`src/hdl/tvt_pkg.sv`:
```
// ----------------------------------------------------------------------------
// tvt_pkg
// Shared types, codes and constants of the triangle vertex transform.
// ----------------------------------------------------------------------------
package tvt_pkg;

  localparam int unsigned COORD_W   = 32;
  localparam int unsigned SAT_W     = 68;
  localparam int unsigned TRIG_BITS = 30;
  localparam int unsigned TABLE_LEN = 24;
  localparam int unsigned NUM_VERT  = 3;

  localparam logic signed [33:0] GAIN_Q30 = 34'sd652032874;

  // constant divider: 4 quotient bits per cycle
  localparam int unsigned DIV_W      = 40;
  localparam int unsigned DIV_REM_W  = 16;
  localparam int unsigned DIV_DIGITS = 4;
  localparam int unsigned DIV_ITERS  = DIV_W / DIV_DIGITS;
  localparam int unsigned DIV_CNT_W  = $clog2(DIV_ITERS + 1);

  localparam logic [14:0] DIV_BY_3   = 15'd3;
  localparam logic [14:0] ANGLE_FULL = 15'd23040;
  localparam logic [14:0] ANGLE_DIV  = 15'd45;
  localparam int unsigned PHASE_SHIFT = 23;

  typedef enum logic [2:0] {
    OP_LOAD      = 3'd0,
    OP_TRANSLATE = 3'd1,
    OP_SCALE     = 3'd2,
    OP_ROTATE    = 3'd3,
    OP_READ      = 3'd4
  } op_e;

  typedef enum logic [1:0] {
    DV_CEN = 2'd0,
    DV_DEP = 2'd1,
    DV_MOD = 2'd2,
    DV_PH  = 2'd3
  } div_dst_e;

  typedef enum logic [3:0] {
    DP_NOP, DP_LATCH, DP_LOAD, DP_TRANS, DP_CEN, DP_DEP, DP_MOD, DP_PH,
    DP_COR, DP_PIV_ANCHOR, DP_ROT_PRE, DP_ROT, DP_ROT_POST, DP_SCL, DP_EMIT
  } dp_op_e;

  typedef struct packed {
    dp_op_e      op;
    logic [1:0]  vi;
    logic [1:0]  ax;
    logic [2:0]  step;
  } dp_cmd_t;

  typedef struct packed {
    logic [2:0] op;
    logic       anchor_en;
    logic       div_done;
    logic       cor_done;
    logic       out_free;
  } dp_sts_t;

  typedef struct packed {
    logic [2:0]         operation;
    logic [1:0]         vertex_slot;
    logic signed [31:0] op_x;
    logic signed [31:0] op_y;
    logic signed [31:0] op_z;
    logic               use_anchor;
    logic signed [31:0] anchor_x;
    logic signed [31:0] anchor_y;
    logic signed [31:0] anchor_z;
  } in_word_t;

  typedef struct packed {
    logic [1:0]         out_slot;
    logic signed [31:0] out_x;
    logic signed [31:0] out_y;
    logic signed [31:0] out_z;
    logic signed [31:0] centroid_depth;
    logic               last_vertex;
  } out_word_t;

  function automatic logic signed [31:0] angle_step(input logic [4:0] idx);
    logic signed [31:0] r;
    unique case (idx)
      5'd0:  r = 32'sd536870912;
      5'd1:  r = 32'sd316933406;
      5'd2:  r = 32'sd167458907;
      5'd3:  r = 32'sd85004756;
      5'd4:  r = 32'sd42667331;
      5'd5:  r = 32'sd21354465;
      5'd6:  r = 32'sd10680862;
      5'd7:  r = 32'sd5340245;
      5'd8:  r = 32'sd2670163;
      5'd9:  r = 32'sd1335087;
      5'd10: r = 32'sd667544;
      5'd11: r = 32'sd333772;
      5'd12: r = 32'sd166886;
      5'd13: r = 32'sd83443;
      5'd14: r = 32'sd41721;
      5'd15: r = 32'sd20860;
      5'd16: r = 32'sd10430;
      5'd17: r = 32'sd5215;
      5'd18: r = 32'sd2607;
      5'd19: r = 32'sd1303;
      5'd20: r = 32'sd651;
      5'd21: r = 32'sd325;
      5'd22: r = 32'sd162;
      5'd23: r = 32'sd81;
      default: r = 32'sd0;
    endcase
    return r;
  endfunction

  function automatic logic signed [31:0] sat32(input logic signed [SAT_W-1:0] v);
    logic signed [31:0] r;
    if (v > 68'sh7FFF_FFFF) r = 32'sh7FFF_FFFF;
    else if (v < -68'sh8000_0000) r = 32'sh8000_0000;
    else r = v[31:0];
    return r;
  endfunction

endpackage

```
`src/hdl/tvt_ctrl.sv`:
```
// ----------------------------------------------------------------------------
// tvt_ctrl
// Command sequencer: steps the datapath through each command.
// ----------------------------------------------------------------------------
module tvt_ctrl (
  input  logic             clk_i,
  input  logic             rst_ni,
  input  logic             in_valid_i,
  output logic             in_ready_o,
  input  tvt_pkg::dp_sts_t sts_i,
  output tvt_pkg::dp_cmd_t cmd_o
);

  localparam logic [4:0] S_IDLE    = 5'd0;
  localparam logic [4:0] S_DECODE  = 5'd1;
  localparam logic [4:0] S_CEN     = 5'd2;
  localparam logic [4:0] S_CEN_W   = 5'd3;
  localparam logic [4:0] S_SCL     = 5'd4;
  localparam logic [4:0] S_MOD     = 5'd5;
  localparam logic [4:0] S_MOD_W   = 5'd6;
  localparam logic [4:0] S_PH      = 5'd7;
  localparam logic [4:0] S_PH_W    = 5'd8;
  localparam logic [4:0] S_COR     = 5'd9;
  localparam logic [4:0] S_COR_W   = 5'd10;
  localparam logic [4:0] S_ROT_PRE = 5'd11;
  localparam logic [4:0] S_ROT     = 5'd12;
  localparam logic [4:0] S_ROT_END = 5'd13;
  localparam logic [4:0] S_DEP     = 5'd14;
  localparam logic [4:0] S_DEP_W   = 5'd15;
  localparam logic [4:0] S_EMIT    = 5'd16;

  logic [4:0] state_q, state_d;
  logic [1:0] i_q, i_d;
  logic [1:0] k_q, k_d;
  logic [2:0] st_q, st_d;

  always_comb begin
    state_d    = state_q;
    i_d        = i_q;
    k_d        = k_q;
    st_d       = st_q;
    cmd_o.op   = tvt_pkg::DP_NOP;
    cmd_o.vi   = i_q;
    cmd_o.ax   = k_q;
    cmd_o.step = st_q;
    in_ready_o = 1'b0;
    unique case (state_q)
      S_IDLE: begin
        in_ready_o = 1'b1;
        if (in_valid_i) begin
          cmd_o.op = tvt_pkg::DP_LATCH;
          state_d  = S_DECODE;
        end
      end
      S_DECODE: begin
        i_d  = 2'd0;
        k_d  = 2'd0;
        st_d = 3'd0;
        unique case (sts_i.op)
          tvt_pkg::OP_LOAD: begin
            cmd_o.op = tvt_pkg::DP_LOAD;
            state_d  = S_IDLE;
          end
          tvt_pkg::OP_TRANSLATE: begin
            cmd_o.op = tvt_pkg::DP_TRANS;
            state_d  = S_DEP;
          end
          tvt_pkg::OP_SCALE: state_d = S_CEN;
          tvt_pkg::OP_ROTATE: begin
            if (sts_i.anchor_en) begin
              cmd_o.op = tvt_pkg::DP_PIV_ANCHOR;
              state_d  = S_MOD;
            end else begin
              state_d = S_CEN;
            end
          end
          tvt_pkg::OP_READ: state_d = S_DEP;
          default: state_d = S_IDLE;
        endcase
      end
      S_CEN: begin
        cmd_o.op = tvt_pkg::DP_CEN;
        state_d  = S_CEN_W;
      end
      S_CEN_W: begin
        if (sts_i.div_done) begin
          if (k_q == 2'd2) begin
            k_d     = 2'd0;
            state_d = (sts_i.op == tvt_pkg::OP_SCALE) ? S_SCL : S_MOD;
          end else begin
            k_d     = k_q + 2'd1;
            state_d = S_CEN;
          end
        end
      end
      S_SCL: begin
        cmd_o.op = tvt_pkg::DP_SCL;
        if (st_q == 3'd2) begin
          st_d = 3'd0;
          if (k_q == 2'd2) begin
            k_d = 2'd0;
            if (i_q == 2'd2) state_d = S_DEP;
            else i_d = i_q + 2'd1;
          end else begin
            k_d = k_q + 2'd1;
          end
        end else begin
          st_d = st_q + 3'd1;
        end
      end
      S_MOD: begin
        cmd_o.op = tvt_pkg::DP_MOD;
        state_d  = S_MOD_W;
      end
      S_MOD_W: if (sts_i.div_done) state_d = S_PH;
      S_PH: begin
        cmd_o.op = tvt_pkg::DP_PH;
        state_d  = S_PH_W;
      end
      S_PH_W: if (sts_i.div_done) state_d = S_COR;
      S_COR: begin
        cmd_o.op = tvt_pkg::DP_COR;
        state_d  = S_COR_W;
      end
      S_COR_W: begin
        if (sts_i.cor_done) begin
          if (k_q == 2'd2) begin
            k_d     = 2'd0;
            i_d     = 2'd0;
            st_d    = 3'd0;
            state_d = S_ROT_PRE;
          end else begin
            k_d     = k_q + 2'd1;
            state_d = S_MOD;
          end
        end
      end
      S_ROT_PRE: begin
        cmd_o.op = tvt_pkg::DP_ROT_PRE;
        k_d      = 2'd0;
        st_d     = 3'd0;
        state_d  = S_ROT;
      end
      S_ROT: begin
        cmd_o.op = tvt_pkg::DP_ROT;
        if (st_q == 3'd5) begin
          st_d = 3'd0;
          if (k_q == 2'd2) state_d = S_ROT_END;
          else k_d = k_q + 2'd1;
        end else begin
          st_d = st_q + 3'd1;
        end
      end
      S_ROT_END: begin
        cmd_o.op = tvt_pkg::DP_ROT_POST;
        if (i_q == 2'd2) begin
          state_d = S_DEP;
        end else begin
          i_d     = i_q + 2'd1;
          state_d = S_ROT_PRE;
        end
      end
      S_DEP: begin
        cmd_o.op = tvt_pkg::DP_DEP;
        state_d  = S_DEP_W;
      end
      S_DEP_W: begin
        if (sts_i.div_done) begin
          i_d     = 2'd0;
          state_d = S_EMIT;
        end
      end
      S_EMIT: begin
        if (sts_i.out_free) begin
          cmd_o.op = tvt_pkg::DP_EMIT;
          if (i_q == 2'd2) state_d = S_IDLE;
          else i_d = i_q + 2'd1;
        end
      end
      default: state_d = S_IDLE;
    endcase
  end

  always_ff @(posedge clk_i or negedge rst_ni) begin
    if (!rst_ni) begin
      state_q <= S_IDLE;
      i_q     <= '0;
      k_q     <= '0;
      st_q    <= '0;
    end else begin
      state_q <= state_d;
      i_q     <= i_d;
      k_q     <= k_d;
      st_q    <= st_d;
    end
  end

endmodule

```
`config.mk`:
```
export PLATFORM = sky130hd
export DESIGN_NAME = tvt_ctrl
export DESIGN_NICKNAME = d
export VERILOG_FILES = /design/src/hdl/tvt_pkg.sv /design/src/hdl/tvt_ctrl.sv
export SDC_FILE = /design/constraint.sdc
export NUM_CORES = 1
export LEC_CHECK = 0
export ABC_AREA = 1
export BUFFER_PORTS_ARGS = -buffer_cell sky130_fd_sc_hd__buf_2
export CAP_MARGIN = 20
export CORE_ASPECT_RATIO = 1.2
export CORE_MARGIN = 2
export CORE_UTILIZATION = 35
export DETAILED_ROUTE_END_ITERATION = 16
export PLACE_DENSITY = 0.64
export SLEW_MARGIN = 20
export SYNTH_ARGS = -nofsm -noshare
export SYNTH_HDL_FRONTEND = slang
export SYNTH_SLANG_ARGS = --single-unit
```
`constraint.sdc`:
```
create_clock -name clk_i -period 1.6 [get_ports clk_i]
set_input_delay 0.16 -clock clk_i [delete_from_list [all_inputs] [get_ports clk_i]]
set_output_delay 0.16 -clock clk_i [all_outputs]
set_load 0.02 [all_outputs]
```
==> impl_metrics.tcl, run 1 <==
set metrics [dict create \
    syn_to_final_growth_pct 64.42 \
    synth.avg_cell_area_sq_um 5.523 \
    status "finished, violations left" \
    power-per-cell-area_nw_per_um2 1950 \
    cts_buffer_depth 2 \
    synthAdderAreaFrac 0.03295 \
    ff_latch_area_sq_um 305.3 \
    synth-seq-cells 12 \
    worstReg2RegEnd "state_q[0]" \
    rows 26 \
    maxSlewHeadroom 0.7806 \
    rsz0062_at_grt "true" \
    die_w_microns 64.14 \
    grt_pass1_wl_microns 9177 \
    path_class "register to output pin" \
    antenna_found_initial 0 \
    worst_slack_ns -0.2036 \
    drtAntennaViolNets 0 \
    ys_seq_area_frac 0.1977 \
    ff2ff_setup_slack_ns -0.08 \
    dr.pass1.iters 5 \
    path_clk_slew_ns 0.06 \
    hold_path_class "primary input to register" \
    synth_top_family_by_area "simple AND/OR/NAND/NOR gates" \
    final_common_cell "nand2_1" \
    r2r_cells 10 \
    worstMarginPinSlew_ns 0.3292 \
    fill_cells 362 \
    cts_buffers 3 \
    synth_compound_area_frac 0.04695 \
    fin_crit_ns 1.804 \
    coreArea_sq_um 4229 \
    synth_area_sq_um 1519 \
    ys_top_cells_by_area "nand2_1 24%, dfrtp_1 20%, nand3_1 12%" \
    fin_nets 362 \
    drive_gt1_frac 0.4249 \
    cp_data_required_time_ns 1.44 \
    overflow 0 \
    n_antenna_cell 0 \
    clk_latency_ns 0.26 \
    place.gp.congestion 0.9274 \
    htree_levels 1 \
    crit_slowest_cell "dfrtp_2" \
    multi_input_area_sq_um 1359 \
    fmax_ghz 0.5544 \
    fin_crit_sh 1.127 \
    synth.distinct_cells 21 \
    post_drt_wl_per_cell_microns 15.35 \
    numPortBuffers 21 \
    startpoint_type "register" \
    cpPeakStageDelay_ns 0.47 \
    finClkSkew_ns 0.001521 \
    cp-endpoint "cmd_o[10]" \
    io_pins 22 \
    routed_wl_microns 6169 \
    cts.sinks 12 \
    grt_pass1_vias 2063 \
    worstSetupEndpointType "output pin" \
    yosysTopAreaCellShare 0.2372 \
    drc 0 \
    hold_viol 0 \
    crit-reg2reg-launch "state_q[2]" \
    crit_top_cell "nor2_4" \
    p_leak_nw 1.402 \
    synth_xor_area_frac 0 \
    fp.dieArea_sq_um 4885 \
    start_util 0.3592 \
    arrival_ns 1.64 \
    num_vias 2177 \
    grt_max_degree 13 \
    path_max_fanout 5 \
    dp_cells 383 \
    track_usage 0.2378 \
    layout_common_cells "81 x nand2_1, 41 x buf_4, 30 x inv_1" \
    drtIter0Drc 177 \
    cts-root-buf "clkbuf_8" \
    via_per_inst 5.415 \
    synthSimpleGateAreaFrac 0.6096 \
    power_mw 4.871 \
    startpoint "state_q[1]" \
    maxSlewViolCount 0 \
    setup_viol 16 \
    violations "setup timing" \
    min_delay_path_depth 5 \
    ir_drop_v 0.0006619 \
    crit_chain "buf_12 -> nor2_4 -> nand2_2 -> nor2_4 -> nor2_2 -> nand4_1 -> or2_4 -> buf_6" \
    dp_hpwl_microns 3999 \
    muxShareOfSynthArea 0 \
    yosys_warnings 0 \
    cts_tree "built" \
    synth_cells 275 \
    synth_nets 289 \
    final_cells 402 \
    die_height_microns 76.17 \
    synth.largest_area_cell "nand2_1" \
    max_cap_viol_count 0 \
]
==> layer usage <==
metal	up-vias	wire length [microns]	share of wire	GRT usage
met4	0	310	0.050	0.1170
met3	42	421	0.068	0.03545
li1	1030	-	-	-
met2	123	3091	0.50	0.4188
met5	-	0	0	0
met1	982	2346	0.38	0.2755
==> state kept, by name, summed over array words and instances, names as in the netlist <==
| signal | flops |
|---|---|
| i_q | 2 |
| st_q | 3 |
| k_q | 2 |
| state_q | 5 |
==> logic make-up (layout without fill, tap and decap cells) <==
| kind of cell | count (synthesis) | in the layout |
|---|---|---|
| AO/OA/AOI/OAI | 13 | 13 |
| adder cells (fa/ha/maj) | 4 | 4 |
| buffers and inverters | 42 | 113 |
| flip-flops | 12 | 12 |
| AND/OR/NAND/NOR | 204 | 204 |
==> how the worst min path moves through the flow <==
stage | start | end | slack (ns)
2_1_floorplan | rst_ni | i_q[0] | -0.14
3_3_place_gp | rst_ni | st_q[1] | 0.07
3_5_place_dp | rst_ni | st_q[1] | 0.08
4_1_cts | sts_i[2] | state_q[4] | 0.33
5_1_grt | rst_ni | i_q[1] | 0.37
6_report | sts_i[2] | state_q[4] | 0.32
==> repair_timing <==
action,in CTS,in global routing
setup buffers,8,9
pin swaps,12,13
endpoints found under the hold margin,12,0
gates resized for setup,48,54
gates cloned,0,0
endpoints found under the setup margin,17,17
hold buffers,1,0
==> stage by stage <==
stage	TNS, ns	util	setup slack, ns	area (sq um)	hold slack [ns]
floorplan	0	-	0.03110	1534	-0.1356
global placement	-0.1282	0.4604	-0.02292	1947	0.06941
detailed placement	-0.3700	0.4604	-0.04148	1947	0.07893
CTS	-0.4408	0.5254	-0.1495	2222	0.3342
global route	-2.394	0.5905	-0.2349	2497	0.3653
finish	-1.077	0.5905	-0.2036	2497	0.3231
==> cell usage after synthesis <==
library cell and count:
dfrtp_1 12, buf_2 2, o211ai_1 1, nand2_1 96, nand3_2 5, nor4_1 1
nor2_4 2, inv_2 2, a21oi_2 1, inv_1 35, nand4_1 14, a21oi_1 5
nand3b_1 1, nor3_1 5, nor2_1 35, o21ai_0 6, or2_2 1, nor2_2 7
buf_4 3, nand3_1 37, ha_1 4
==> final cells by class <==
| cell class | instances | share of cell area |
|---|---|---|
| Multi-Input combinational cell | 221 | 0.5441 |
| Timing Repair Buffer | 73 | 0.2305 |
| Sequential cell | 12 | 0.1222 |
| Inverter | 37 | 0.05862 |
| Tap cell | 56 | 0.02806 |
| Clock buffer | 3 | 0.01653 |
==> worst max-delay path, delay by kind of cell (launching register included) <==
kind	cells	cell delay [ns]
buffers and inverters	2	0.26
DFF	1	0.47
and+or+nand+nor	6	0.65
==> power by group <==
part	total (mW)	switching (mW)	leakage [nW]	internal, mW
sequential	0.596	0.162	0.151	0.434
combinational	3.97	2.32	1.23	1.65
clock	0.306	0.138	0.0216	0.168
Note: power is estimated with default switching activity, not from simulation.
==> run 2, diff against run 1 <==
==> constraint.sdc (replaced) <==
create_clock -name clk_i -period 1.6 [get_ports clk_i]
set_input_delay 0.08 -clock clk_i [delete_from_list [all_inputs] [get_ports clk_i]]
set_output_delay 0.08 -clock clk_i [all_outputs]
set_load 0.02 [all_outputs]
==> run 2 against run 1 <==
  * The run still ends with setup timing left
  * Worst hold slack got worse by 0.085 ns
  * Combinational power down 9.3%
  * Critical path depth shrank 2
  * Routed wire length decreased by 5.5%
  * Register-to-register slack got worse by 0.06 ns
  * Clock-buffer cell count increased by 1
  * Clock power up 10%
  * Critical endpoint unchanged
  * Highest routed layer unchanged
==> impl_metrics.tcl, run 2 (same netlist as run 1, synthesis figures left out) <==
set metrics [dict create \
    overflow 0 \
    fp.dieArea_sq_um 4885 \
    hold_path_end "state_q[4]" \
    cts_tree "built" \
    cts.sinks 12 \
    path_class "register to output pin" \
    status "finished, violations left" \
    arrival_ns 1.68 \
    place.gp.congestion 0.9808 \
    post_drt_wl_per_cell_microns 14.40 \
    hold_path_class "primary input to register" \
    pwr-share-clk 0.074 \
    drc 0 \
    antenna_found_initial 0 \
    numPortBuffers 21 \
    dp_hpwl_microns 4077 \
    fin_crit_ns 1.764 \
    grt_pass1_vias 2025 \
    worst_slack_ns -0.1645 \
    switching_share 0.5252 \
    power-per-cell-area_nw_per_um2 1900 \
    reg_top3 "state_q (5), st_q (3)" \
    drive_gt1_frac 0.3840 \
    clk_latency_ns 0.25 \
    hp-start "sts_i[2]" \
    die_height_microns 76.17 \
    syn_to_final_growth_pct 57.33 \
    drtIter0Drc 193 \
    htree_levels 1 \
    crit_slowest_cell "dfrtp_1" \
    routed_wl_microns 5832 \
    die_w_microns 64.14 \
    fin_nets 364 \
    startpoint_type "register" \
    setup_viol 16 \
    max_cap_viol_count 0 \
    worst_hold_slack_ns 0.2378 \
    fin_crit_sh 1.103 \
    grt_max_degree 13 \
    track_usage 0.2347 \
    worstMarginPinSlew_ns 0.3178 \
    worstSetupEndpointType "output pin" \
    regMostFlops "state_q" \
    violations "setup timing" \
    start_util 0.3592 \
    r2r_cells 9 \
    via_per_inst 5.232 \
    rows 26 \
    worstReg2RegEnd "state_q[0]" \
    post_dp_cell_area_sq_um 1902 \
    maxSlewViolCount 0 \
    drtAntennaViolNets 0 \
    cp_data_required_time_ns 1.52 \
    num_vias 2119 \
    io_pins 22 \
    fmax_ghz 0.5667 \
    dr.pass1.iters 5 \
    critPathBufInv 3 \
    cts_buffers 3 \
    rsz0062_at_grt "true" \
    final_common_cell "nand2_1" \
    p_seq_frac 0.132 \
    place_ws_ns -0.06826 \
    crit_chain "clkinvlp_4 -> buf_4 -> nand3_4 -> nand4_1 -> or2_4 -> buf_6" \
    min_delay_path_depth 5 \
    path_clk_slew_ns 0.05 \
    p_leak_nw 1.360 \
    grt_pass1_wl_microns 9073 \
    hold_viol 0 \
    ff2ff_setup_slack_ns -0.14 \
    layout_common_cells "86 x nand2_1, 48 x buf_4, 33 x nand3_1" \
    path_max_fanout 7 \
    crit-reg2reg-launch "state_q[4]" \
    coreArea_sq_um 4229 \
    cts-root-buf "clkbuf_8" \
    cpPeakStageDelay_ns 0.40 \
    maxSlewHeadroom 0.7865 \
    largest_reg_flops 5 \
    critical_path.top_delay_family "buffers and inverters" \
    fin_area_sq_um 2390 \
    p_int_mw 2.155 \
    finClkSkew_ns 0.005372 \
    n_antenna_cell 0 \
    ir_drop_v 0.0006964 \
    comb_power_share 0.794 \
    cts_buffer_depth 2 \
    p_sw_mw 2.384 \
]
-- run 2: worst reg2reg max path, cell delays in order (launching register included) --
cell and delay, ns:
dfrtp_1 0.40, clkinvlp_4 0.24, buf_4 0.21, buf_4 0.13
nand3_1 0.12, nand2_1 0.08, a21oi_1 0.18, nand3_1 0.12
nand2_1 0.08, nand2_1 0.06
-- run 2: timing repair --
action	in CTS	in global routing
resized for setup	49	23
gates cloned	0	0
pin swaps	13	15
buffers inserted	17	8
hold buffers	1	0
endpoints found under the hold margin	12	0
endpoints found under the setup margin	14	17
-- run 2: metrics by stage --
| stage | std cells | TNS, ns | utilization | total power, mW |
|---|---|---|---|---|
| global placement | 377 | -0.4154 | 0.4497 | 3.291 |
| finish | 405 | -1.328 | 0.5651 | 4.540 |
| global route | 405 | -2.456 | 0.5651 | 4.883 |
| floorplan | 275 | 0 | - | 2.408 |
| CTS | 398 | -0.6047 | 0.5337 | 4.171 |
| detailed placement | 377 | -0.2929 | 0.4497 | 3.315 |
-- run 2: power by group through the flow --
stage / Combinational [mW] / Clock [mW] / Sequential, mW
finish: 3.60 / 0.337 / 0.597
floorplan: 1.81 / 0 / 0.594
global placement: 2.73 / 0 / 0.560
global route: 3.91 / 0.360 / 0.611
detailed placement: 2.75 / 0 / 0.565
CTS: 3.23 / 0.350 / 0.587
-- run 2: final cells by class --
cell class	instances	area, sq um
fill	401	1839
multi-input combinational	221	1245
timing repair buffer	75	571.8
sequential	12	305.3
inverter	37	142.6
tap	56	70.07
clock buffer	4	55.05
-- run 2: worst max-delay path by stage --
stage          cells past startpoint        from        end
4_1_cts                            7  state_q[4]  cmd_o[10]
6_report                           6  state_q[4]  cmd_o[10]
5_1_grt                            7  state_q[4]  cmd_o[10]
3_5_place_dp                       8  state_q[4]     i_q[1]
2_1_floorplan                      5  state_q[3]   cmd_o[7]
3_3_place_gp                       9  state_q[4]     i_q[1]
-- run 2: per-layer routing --
metal / up-vias / GRT usage / wire [microns]
li1: 1034 / - / -
met1: 967 / 0.2661 / 2240
met2: 93 / 0.4083 / 3055
met3: 25 / 0.02216 / 293
met4: 0 / 0.1574 / 243
met5: - / 0 / 0
==> run 3, diff against run 2 <==
--- a/config.mk
+++ b/config.mk
@@ -6,13 +6,13 @@
 export NUM_CORES = 1
 export LEC_CHECK = 0
 export ABC_AREA = 1
-export BUFFER_PORTS_ARGS = -buffer_cell sky130_fd_sc_hd__buf_2
 export CAP_MARGIN = 20
 export CORE_ASPECT_RATIO = 1.2
-export CORE_MARGIN = 2
 export CORE_UTILIZATION = 35
 export DETAILED_ROUTE_END_ITERATION = 16
-export PLACE_DENSITY = 0.64
+export DONT_BUFFER_PORTS = 1
+export PLACE_DENSITY = 0.6
+export RECOVER_POWER = 100
 export SLEW_MARGIN = 20
 export SYNTH_ARGS = -nofsm -noshare
 export SYNTH_HDL_FRONTEND = slang
==> run 3 against run 2 <==
  * Clock power decreased by 15%
  * The run still ends with setup timing left
  * Largest power group unchanged
  * Maximum frequency increased by 5.8%
  * Setup slack improved by 0.097 ns
  * Largest cell class unchanged
  * Critical endpoint unchanged
==> impl_metrics.tcl, run 3 (same netlist as run 1, synthesis figures left out) <==
set metrics [dict create \
    worst_slack_ns -0.06762 \
    fin_nets 345 \
    setup_viol 10 \
    ir_drop_v 0.0008021 \
    syn_to_final_growth_pct 49.59 \
    p_int_mw 2.045 \
    worstSetupEndpointType "output pin" \
    crit_chain "buf_4 -> inv_2 -> nor2_4 -> nand3_4 -> buf_4 -> nand4_1 -> or2_4" \
    hold_path_class "primary input to register" \
    startpoint "state_q[2]" \
    status "finished, violations left" \
    dp_hpwl_microns 3938 \
    start_util 0.3764 \
    gr-usage-met1 0.2781 \
    power_mw 4.437 \
    crit_slowest_cell "dfrtp_2" \
    grt_use_met2 0.4567 \
    final_common_cell "nand2_1" \
    cts_buffer_depth 2 \
    grt_max_degree 15 \
    hp-start "sts_i[2]" \
    grt_busiest_layer "met2" \
    fin_crit_sh 1.042 \
    die_height_microns 74.17 \
    place.gp.congestion 0.9304 \
    fin_setup_tns_ns -0.2102 \
    p_leak_nw 1.264 \
    startpoint_type "register" \
    pwr-share-clk 0.064 \
    maxSlewHeadroom 0.6076 \
    largest_reg_flops 5 \
    reg_top3 "state_q (5), st_q (3)" \
    maxSlewViolCount 0 \
    numPortBuffers 0 \
    grt_pass1_wl_microns 8914 \
    power-per-cell-area_nw_per_um2 1953 \
    path_clk_slew_ns 0.05 \
    fin_crit_ns 1.668 \
    fmax_ghz 0.5997 \
    layout_common_cells "86 x nand2_1, 38 x buf_4, 32 x nand3_1" \
    num_vias 2047 \
    track_usage 0.2469 \
    cts-root-buf "clkbuf_8" \
    routed_wl_microns 5566 \
    grt_pass1_vias 2016 \
    worst_hold_slack_ns 0.1394 \
    io_pins 22 \
    cp_data_required_time_ns 1.52 \
    arrival_ns 1.59 \
    rows 25 \
    crit_top_cell "buf_4" \
    cts.sinks 12 \
    r2r_cells 11 \
    dr.pass1.iters 4 \
    max_cap_viol_count 0 \
    fp.dieArea_sq_um 4608 \
    drc 0 \
    n_antenna_cell 0 \
    final_util 0.5631 \
    drive_gt1_frac 0.3313 \
    drtAntennaViolNets 0 \
    hold_viol 0 \
    p_seq_frac 0.124 \
    switching_share 0.5390 \
    antenna_found_initial 0 \
    violations "setup timing" \
    post_drt_wl_per_cell_microns 14.53 \
    regMostFlops "state_q" \
    grt_use_met3 0.03681 \
    p_sw_mw 2.392 \
    cts_buffers 3 \
    die_w_microns 62.14 \
    finClkSkew_ns 0.002569 \
    worstReg2RegEnd "state_q[2]" \
    worstMarginPinSlew_ns 0.5866 \
    rsz0062_at_grt "true" \
    drtIter0Drc 220 \
    via_per_inst 5.345 \
    cp-endpoint "cmd_o[10]" \
    overflow 0 \
    cpPeakStageDelay_ns 0.44 \
    coreArea_sq_um 4035 \
    crit-reg2reg-launch "state_q[3]" \
    ff2ff_setup_slack_ns -0.01 \
    htree_levels 1 \
    fill_cells 367 \
    comb_power_share 0.812 \
    clk_latency_ns 0.24 \
    path_class "register to output pin" \
    cts_tree "built" \
    path_max_fanout 5 \
]
run 3: cell count changes in the layout (fill, tap and decap cells not counted), sizes merged:
cell      delta
clkinvlp     -1
clkbuf       +5
inv          +1
buf         -25
run 3: layout make-up:
class,count,area (sq um),area share
multi-input combinational,221,1257,0.5534
tap,54,67.56,0.02974
sequential,12,305.3,0.1344
clock buffer,3,41.29,0.01817
inverter,37,141.4,0.06222
timing repair buffer,56,459.2,0.2021
run 3: timing repair:
action,CTS,global route
endpoints found under the setup margin,11,17
buffers inserted,13,4
gates resized for setup,39,28
hold buffers,1,0
hold endpoints to repair,12,0
pin swaps,16,13
run 3: stage by stage:
stage	area [sq um]	instances	setup WS, ns
floorplan	1534	275	0.1111
global placement	1882	364	-0.03301
detailed placement	1882	364	-0.02725
CTS	2165	379	-0.03297
global route	2272	383	-0.1435
finish	2272	383	-0.06762
run 3: how the worst min path moves through the flow:
stage	cells past startpoint	endpoint	slack, ns
2_1_floorplan	0	i_q[0]	-0.22
3_3_place_gp	0	st_q[1]	-0.22
3_5_place_dp	0	st_q[1]	-0.22
4_1_cts	4	state_q[4]	0.15
5_1_grt	4	state_q[4]	0.18
6_report	4	state_q[3]	0.14
run 3: power groups by stage:
stage	logic (mW)	clock network, mW	registers [mW]
final	3.60	0.285	0.550
after global routing	3.92	0.296	0.564
after detailed placement	2.80	0	0.541
after global placement	2.80	0	0.541
after CTS	3.29	0.284	0.543
after floorplan	1.81	0	0.594
run 3: worst max-delay path, delay by kind of cell, from the launching register on:
kind	cells	cell delay [ns]
buffers and inverters	3	0.37
DFF	1	0.44
and+or+nand+nor	4	0.52
run 3: per-layer routing:
layer	wire length, microns	up-vias	part of all wire
met2	2781	95	0.50
met3	358	18	0.064
met5	0	-	0
li1	-	1000	-
met4	208	0	0.037
met1	2218	934	0.40
